<file path="config.mk">
export PLATFORM = sky130hd
export DESIGN_NAME = dwa_ctrl
export DESIGN_NICKNAME = d
export VERILOG_FILES = /design/src/hw/rtl/dwa_pkg.sv /design/src/hw/rtl/dwa_ctrl.sv
export SDC_FILE = /design/constraint.sdc
export NUM_CORES = 1
export LEC_CHECK = 0
export BUFFER_PORTS_ARGS = -buffer_cell sky130_fd_sc_hd__buf_2
export CORE_MARGIN = 3
export CORE_UTILIZATION = 50
export CTS_BUF_LIST = sky130_fd_sc_hd__clkbuf_4 sky130_fd_sc_hd__clkbuf_8 sky130_fd_sc_hd__clkbuf_16
export DETAILED_ROUTE_END_ITERATION = 6
export PLACE_DENSITY_LB_ADDON = 0.05
export SLEW_MARGIN = 40
export SYNTH_ARGS = -nofsm -noshare
export SYNTH_HDL_FRONTEND = slang
export SYNTH_SLANG_ARGS = --single-unit
</file>
<file path="constraint.sdc">
create_clock -name clk_i -period 4.3 [get_ports clk_i]
set_input_delay 0.86 -clock clk_i [delete_from_list [all_inputs] [get_ports clk_i]]
set_output_delay 0.86 -clock clk_i [all_outputs]
set_load 0.01 [all_outputs]
</file>
<file path="src/hw/rtl/dwa_pkg.sv">
// Shared types, constants and codes of the downsample window aggregator.
`default_nettype none

package dwa_pkg;

  localparam int DWA_MAX_WINDOW  = 256;
  localparam int DWA_SAMPLE_BITS = 32;
  localparam int DWA_FRAC_BITS   = 16;

  localparam int VALUE_W    = 32;
  localparam int RESULT_W   = 64;
  localparam int MODE_W     = 4;
  localparam int SPO_W      = 9;
  localparam int LEAD_W     = 8;
  localparam int CFG_IDX_W  = 2;
  localparam int CFG_DATA_W = 9;

  typedef enum logic [CFG_IDX_W-1:0] {
    CFG_MODE = 2'd0,
    CFG_SPO  = 2'd1,
    CFG_LEAD = 2'd2
  } cfg_idx_e;

  typedef enum logic [MODE_W-1:0] {
    MODE_AVG    = 4'd0,
    MODE_COUNT  = 4'd1,
    MODE_DIFF   = 4'd2,
    MODE_FIRST  = 4'd3,
    MODE_LAST   = 4'd4,
    MODE_MAX    = 4'd5,
    MODE_MEDIAN = 4'd6,
    MODE_MIN    = 4'd7,
    MODE_MUL    = 4'd8,
    MODE_RANGE  = 4'd9,
    MODE_STDDEV = 4'd10,
    MODE_SUM    = 4'd11
  } mode_e;

  typedef enum logic {
    MUL_PROD = 1'b0,
    MUL_SQ   = 1'b1
  } mul_sel_e;

  typedef enum logic [1:0] {
    DIV_MEAN = 2'd0,
    DIV_AVG  = 2'd1,
    DIV_STD  = 2'd2
  } div_sel_e;

  typedef enum logic [4:0] {
    ST_IDLE,
    ST_UPD,
    ST_MULP,
    ST_DIVM,
    ST_MULS_GO,
    ST_MULS,
    ST_INS_GO,
    ST_INS_CMP,
    ST_INS_FIN,
    ST_STEP,
    ST_CLOSE,
    ST_DIVA,
    ST_DIVS,
    ST_SQRT,
    ST_MED_HI,
    ST_MED_LO,
    ST_MED_B,
    ST_EMIT
  } state_e;

  typedef struct packed {
    logic     in_ready;
    logic     init;
    logic     acc;
    logic     mul_start;
    mul_sel_e mul_sel;
    logic     prod_load;
    logic     div_start;
    div_sel_e div_sel;
    logic     mean_load;
    logic     sq_load;
    logic     ins_go;
    logic     ins_cmp;
    logic     ins_put0;
    logic     step;
    logic     close_prep;
    logic     calc_div;
    logic     sqrt_start;
    logic     calc_sqrt;
    logic     med_hi;
    logic     med_lo;
    logic     med_b;
    logic     emit;
  } dwa_cmd_t;

  typedef struct packed {
    logic              in_valid;
    logic              present;
    logic              pc_zero;
    logic [MODE_W-1:0] mode;
    logic              close;
    logic              ins_gt;
    logic              ins_j_zero;
    logic              mul_done;
    logic              div_done;
    logic              sqrt_done;
    logic              out_free;
  } dwa_status_t;

endpackage

`default_nettype wire

</file>
<file path="src/hw/rtl/dwa_ctrl.sv">
// Sequencing state machine of the downsample window aggregator.
`default_nettype none

module dwa_ctrl import dwa_pkg::*; (
  input  wire logic        clk_i,
  input  wire logic        rst_ni,
  input  wire dwa_status_t status_i,
  output dwa_cmd_t         cmd_o
);

  state_e state_q, state_d;

  always_ff @(posedge clk_i or negedge rst_ni) begin
    if (!rst_ni) begin
      state_q <= ST_IDLE;
    end else begin
      state_q <= state_d;
    end
  end

  always_comb begin
    state_d = state_q;
    case (state_q)
      ST_IDLE: begin
        if (status_i.in_valid) state_d = ST_UPD;
      end
      ST_UPD: begin
        if (!status_i.present)     state_d = ST_STEP;
        else if (status_i.pc_zero) state_d = ST_INS_GO;
        else                       state_d = ST_MULP;
      end
      ST_MULP: begin
        if (status_i.mul_done) state_d = ST_DIVM;
      end
      ST_DIVM: begin
        if (status_i.div_done) state_d = ST_MULS_GO;
      end
      ST_MULS_GO: state_d = ST_MULS;
      ST_MULS: begin
        if (status_i.mul_done) state_d = ST_INS_GO;
      end
      ST_INS_GO: begin
        state_d = status_i.pc_zero ? ST_STEP : ST_INS_CMP;
      end
      ST_INS_CMP: begin
        if (!status_i.ins_gt)        state_d = ST_STEP;
        else if (status_i.ins_j_zero) state_d = ST_INS_FIN;
      end
      ST_INS_FIN: state_d = ST_STEP;
      ST_STEP: begin
        state_d = status_i.close ? ST_CLOSE : ST_IDLE;
      end
      ST_CLOSE: begin
        state_d = ST_EMIT;
        if (!status_i.pc_zero) begin
          if (status_i.mode == MODE_AVG)         state_d = ST_DIVA;
          else if (status_i.mode == MODE_STDDEV) state_d = ST_DIVS;
          else if (status_i.mode == MODE_MEDIAN) state_d = ST_MED_HI;
        end
      end
      ST_DIVA: begin
        if (status_i.div_done) state_d = ST_EMIT;
      end
      ST_DIVS: begin
        if (status_i.div_done) state_d = ST_SQRT;
      end
      ST_SQRT: begin
        if (status_i.sqrt_done) state_d = ST_EMIT;
      end
      ST_MED_HI: state_d = ST_MED_LO;
      ST_MED_LO: state_d = ST_MED_B;
      ST_MED_B:  state_d = ST_EMIT;
      ST_EMIT: begin
        if (status_i.out_free) state_d = ST_IDLE;
      end
      default: state_d = ST_IDLE;
    endcase
  end

  always_comb begin
    cmd_o = '0;
    case (state_q)
      ST_IDLE: cmd_o.in_ready = 1'b1;
      ST_UPD: begin
        if (status_i.present) begin
          if (status_i.pc_zero) begin
            cmd_o.init = 1'b1;
          end else begin
            cmd_o.acc       = 1'b1;
            cmd_o.mul_start = 1'b1;
            cmd_o.mul_sel   = MUL_PROD;
          end
        end
      end
      ST_MULP: begin
        if (status_i.mul_done) begin
          cmd_o.prod_load = 1'b1;
          cmd_o.div_start = 1'b1;
          cmd_o.div_sel   = DIV_MEAN;
        end
      end
      ST_DIVM: cmd_o.mean_load = status_i.div_done;
      ST_MULS_GO: begin
        cmd_o.mul_start = 1'b1;
        cmd_o.mul_sel   = MUL_SQ;
      end
      ST_MULS: cmd_o.sq_load = status_i.mul_done;
      ST_INS_GO: begin
        if (status_i.pc_zero) cmd_o.ins_put0 = 1'b1;
        else                  cmd_o.ins_go   = 1'b1;
      end
      ST_INS_CMP: cmd_o.ins_cmp  = 1'b1;
      ST_INS_FIN: cmd_o.ins_put0 = 1'b1;
      ST_STEP:    cmd_o.step     = 1'b1;
      ST_CLOSE: begin
        cmd_o.close_prep = 1'b1;
        if (!status_i.pc_zero) begin
          if (status_i.mode == MODE_AVG) begin
            cmd_o.div_start = 1'b1;
            cmd_o.div_sel   = DIV_AVG;
          end else if (status_i.mode == MODE_STDDEV) begin
            cmd_o.div_start = 1'b1;
            cmd_o.div_sel   = DIV_STD;
          end
        end
      end
      ST_DIVA:   cmd_o.calc_div   = status_i.div_done;
      ST_DIVS:   cmd_o.sqrt_start = status_i.div_done;
      ST_SQRT:   cmd_o.calc_sqrt  = status_i.sqrt_done;
      ST_MED_HI: cmd_o.med_hi     = 1'b1;
      ST_MED_LO: cmd_o.med_lo     = 1'b1;
      ST_MED_B:  cmd_o.med_b      = 1'b1;
      ST_EMIT:   cmd_o.emit       = status_i.out_free;
      default:   cmd_o = '0;
    endcase
  end

endmodule

`default_nettype wire

</file>
# == After elaboration in Yosys (flattened, before gate mapping) ==
# Cells that the tools add are included.
# word_totals
register_bits,5
in_bits,16
output_inout_bits,23
wordCells,78
# classes
eq_ne,28
n_mux,46
n_reduce_logical,3
# op_table
operator,n
$pmux W5 S18,1
$mux W5,14
$eq A5 B4 Y1 const B,8
$eq A5 B3 Y1 const B,4
$mux W4,5
$mux W1,17
$ne A2 B2 Y1 const B,8
$mux W3,5
$eq A5 B2 Y1 const B,2
$eq A5 B5 Y1 const B,2
$reduce_and A9 Y1,1
$pmux W3 S2,1
$eq A5 B1 Y1 const B,1
$logic_not A5 Y1,1
$eq A4 B3 Y1 const B,1
$eq A4 B4 Y1 const B,1
$logic_not A4 Y1,1
$pmux W2 S2,1
$ne A3 B3 Y1 const B,1
$mux W2,1
$pmux W1 S2,1

# == Logic depth before layout (Yosys ltp) ==
# depth
word_depth,6
mapped_depth,7
ltp_nobuf,5

# == Worst setup path before layout ==
# Ideal clock, no wire load.
# synth_timing
kind,input to output
from,input port status_i[8] (netlist bit)
to,output port cmd_o[16] (netlist bit)
arrival_time_ns,1.587
required_ns,3.440
slack_ns,1.853
stages,4
path_buffers,1
path_cell_list,clkbuf_1 -> xor2_1 -> nor3_1 -> or2_2
# synth_lines
element,line,source
from (decl),dwa_ctrl.sv:7,"input wire dwa_status_t status_i,"
to (decl),dwa_ctrl.sv:8,output dwa_cmd_t cmd_o

==> impl_results.md <==
- Run status: finished clean
- Ratio of final minimum period to clock period: 0.674
- Number of rows created at floorplan: 14
- Post-synth top area share: 0.149
- Final count of hold timing violations: 0
- Synthesis Warnings: 0
- Post-layout worst setup margin: 1400 ps
- Clock tree from TritonCTS: yes
- FF+latch count, synth: 5
- Initial standard-cell utilization of the core: 0.546
- Hold_buf cts: 0
- Count of cell types in the netlist: 44
- Floorplan core area: 1540 um2
- Skew final: 0.838 ps
- Startpoint of the lowest-slack register-to-register path: state_q[1]
- Number of placed I/O pins: 39
- Static leakage power: between 0.5 and 0.6 nW
- Cell taking the most area after synthesis: sky130_fd_sc_hd__dfrtp_1
- Fraction of layout cells with a size suffix above 1: 0.318
- # port buffers: 38
- Total die area: between 2000 and 2500 um2
- Transition time at the pin with the least slew margin: roughly 650 ps
- Violation count after the first detailed-routing iteration: 51
- Min Clock Period, post-route: 2900 ps
- Maximum clock path buffer count: 2
- Highest clock rate: approximately 350 MHz
- Part of the power in the clock network: 0.095
- Antenna Nets Post-Route: 0
- Number of max-slew violations in the final report: 0
- Clock Pin Slew Worst Setup and Hold Paths: 50 ps
- Total Negative Setup Slacks: 0 ps
- Number of antenna violations at the first check in global routing: 0
- Total inserted antenna cells: 0
- Sequential Power Share: 0.264
- Max Cap Viol: 0
- Ratio of routed vias to standard cells: 6.05
- Total setup buffers inserted after CTS: 0
- Registers with the most flip-flops: state_q (5)
- Crit path max fanout: 23
- Worst setup path startpoint: state_q[1]
- Required time at the worst-slack endpoint: about 3400 ps
- # nets final: 174
- Part of the total power dissipated in combinational logic: 0.642
- Layout Area Growth over Synthesis: 21.7%
- Worst-skew pair later-pin latency: approximately 240 ps
- Share of synthesized area occupied by flip-flops and latches: 0.149
- Global-route total usage across every layer: 0.234
- Int Pwr: between 0.0002 and 0.0003 W
- Clock buffers created by TritonCTS: 3
- Register with the most flip-flops: state_q
- Post_cts resized: 0
- Kind of capture point of the worst setup path: output pin
- Worst slew margin relative to its limit: 0.564
- Routed wire length: 2440 um
- Start-to-end type of the worst setup path: reg2out
- Global-route wire length before repair: about 3800 um
- Placed wire-length estimate: 1850 um
- Count of fill cells added during filler insertion: 148
- Net switching power of the design: 0.000303 W
- Synth top area cells: sky130_fd_sc_hd__dfrtp_1 (15%), sky130_fd_sc_hd__nor2_1 (7.1%), sky130_fd_sc_hd__nor3_1 (6.5%)
- Setup crit start kind: flip-flop
- H-tree depth reported by CTS: 1
- Vertical die dimension: 47.0 um
- Flip-flop count of the largest register after layout: 5
- Total gr overflow: 0
- Total of endpoints with negative setup slack in the final report: 0
- Data arrival, critical path: 2040 ps
- Combined area of all synthesized cells: 842 um2
- Routed len/inst: 14.1 um
- Power per unit of standard cell area: 572 nW/um2
- Syn avg cell area: a little under 7 um2
- Synthesized netlist net count: approximately 140
- Worst hold path type: in2async
- Number of iterations in the first detailed-routing pass: 4
- Number of global-route vias before repair: slightly below 900
- Number of vias in the routed layout: 1047
- Chip width: 47.0 um
- RSZ-0062 raised after global routing: false
- Maximum number of pins on one net before global-route repair: 24
- Cell count after synthesis: around 130
- Net switching share of the total power: 0.518
- Count of unresolved DRC violations after routing: 0
- Worst-case vdd ir drop: 0.000511 V
- Clock tree sinks: 5
- Final RePlAce weighted congestion: 0.950
- Worst slack, placed: 1680 ps
- Clock Tree Root: sky130_fd_sc_hd__clkbuf_4
==> layout by cell type, fill, tap and decap left out, drive strengths merged, types with 4 or more instances in the layout <==
cell type | Yosys | final
nand3 | 6 | 6
or3 | 4 | 4
nor2 | 17 | 17
o21ai | 6 | 6
and3 | 4 | 4
buf | 7 | 38
nand2 | 10 | 10
inv | 5 | 5
nand2b | 4 | 4
a21oi | 6 | 6
nor3 | 11 | 11
dfrtp | 5 | 5
==> layer usage <==
layer | share of wire | up-vias | track usage
met4 | 0.017 | 0 | 0.133
met5 | 0 | - | 0
li1 | - | 516 | -
met1 | 0.44 | 482 | 0.320
met2 | 0.47 | 45 | 0.360
met3 | 0.067 | 4 | 0.0153
==> power by group through the flow <==
stage | clock network [W] | logic (W) | registers (W)
2_1_floorplan | 0 | 0.000362 | 0.0000822
3_3_place_gp | 0 | 0.000367 | 0.000151
3_5_place_dp | 0 | 0.000370 | 0.000151
4_1_cts | 0.0000567 | 0.000373 | 0.000150
5_1_grt | 0.0000595 | 0.000418 | 0.000162
6_report | 0.0000554 | 0.000376 | 0.000154
==> final timing paths <==
path	to	slack, ps	cells after the start
max	cmd_o[16]	1400	6
min	state_q[3]	420	1
max reg2reg	state_q[1]	2120	5
min reg2reg	state_q[3]	850	2
max in group asynchronous	state_q[1]	3750	1
min in group clk_i	state_q[3]	850	2
==> layout make-up <==
cell class / count / area, um2 / share of cell area
multi-input cells: 105 / 643 / 0.628
repair buffers: 38 / 190 / 0.186
flip-flops and latches: 5 / 125 / 0.122
clock buffers: 3 / 22.5 / 0.0220
well taps: 16 / 20.0 / 0.0195
inverters: 5 / 18.8 / 0.0183
clock inverters: 1 / 5.00 / 0.00488
==> critical path, stage by stage (launching register included) <==
cell and delay, ps:
sky130_fd_sc_hd__dfrtp_1 760, sky130_fd_sc_hd__nand2_1 300, sky130_fd_sc_hd__nor2_4 200, sky130_fd_sc_hd__nand2_1 120, sky130_fd_sc_hd__nor3_1 170, sky130_fd_sc_hd__or2_2 120
sky130_fd_sc_hd__buf_2 120
==> per-stage QoR <==
step	total power, W	cells	hold WS, ps	area, um2	util
floorplan	0.000444	125	564	842	-
global placement	0.000518	169	672	997	0.647
detailed placement	0.000521	169	681	997	0.647
CTS	0.000580	173	420	1020	0.665
global route	0.000639	173	417	1020	0.665
finish	0.000586	173	421	1020	0.665
==> cells in the mapped netlist (all sizes together) <==
cell type and instances:
a211oi 1, a21boi 1, a21o 1, a21oi 6
a2bb2oi 1, a311o 1, a31oi 2, a32o 1
a41oi 1, and2 3, and2b 1, and3 4
and3b 2, buf 7, clkbuf 3, dfrtp 5
inv 5, mux2 2, mux2i 1, nand2 10
nand2b 4, nand3 6, nand3b 3, nor2 17
nor2b 1, nor3 11, nor3b 1, nor4 2
o211a 1, o211ai 1, o21a 1, o21ai 6
o221ai 1, o311a 1, o311ai 2, or2 2
or3 4, xor2 3
==> logic make-up (layout without fill, tap and decap cells) <==
| group | Yosys count | in the layout | synth area share |
|---|---|---|---|
| and+or+nand+nor | 71 | 71 | 0.455 |
| AOI/OAI and AO/OA | 28 | 28 | 0.230 |
| buffers and inverters | 15 | 47 | 0.0877 |
| DFF | 5 | 5 | 0.149 |
| xor gates and xnor gates | 3 | 3 | 0.0312 |
| muxes | 3 | 3 | 0.0476 |
No activity file was read; power rests on OpenSTA's default activity.
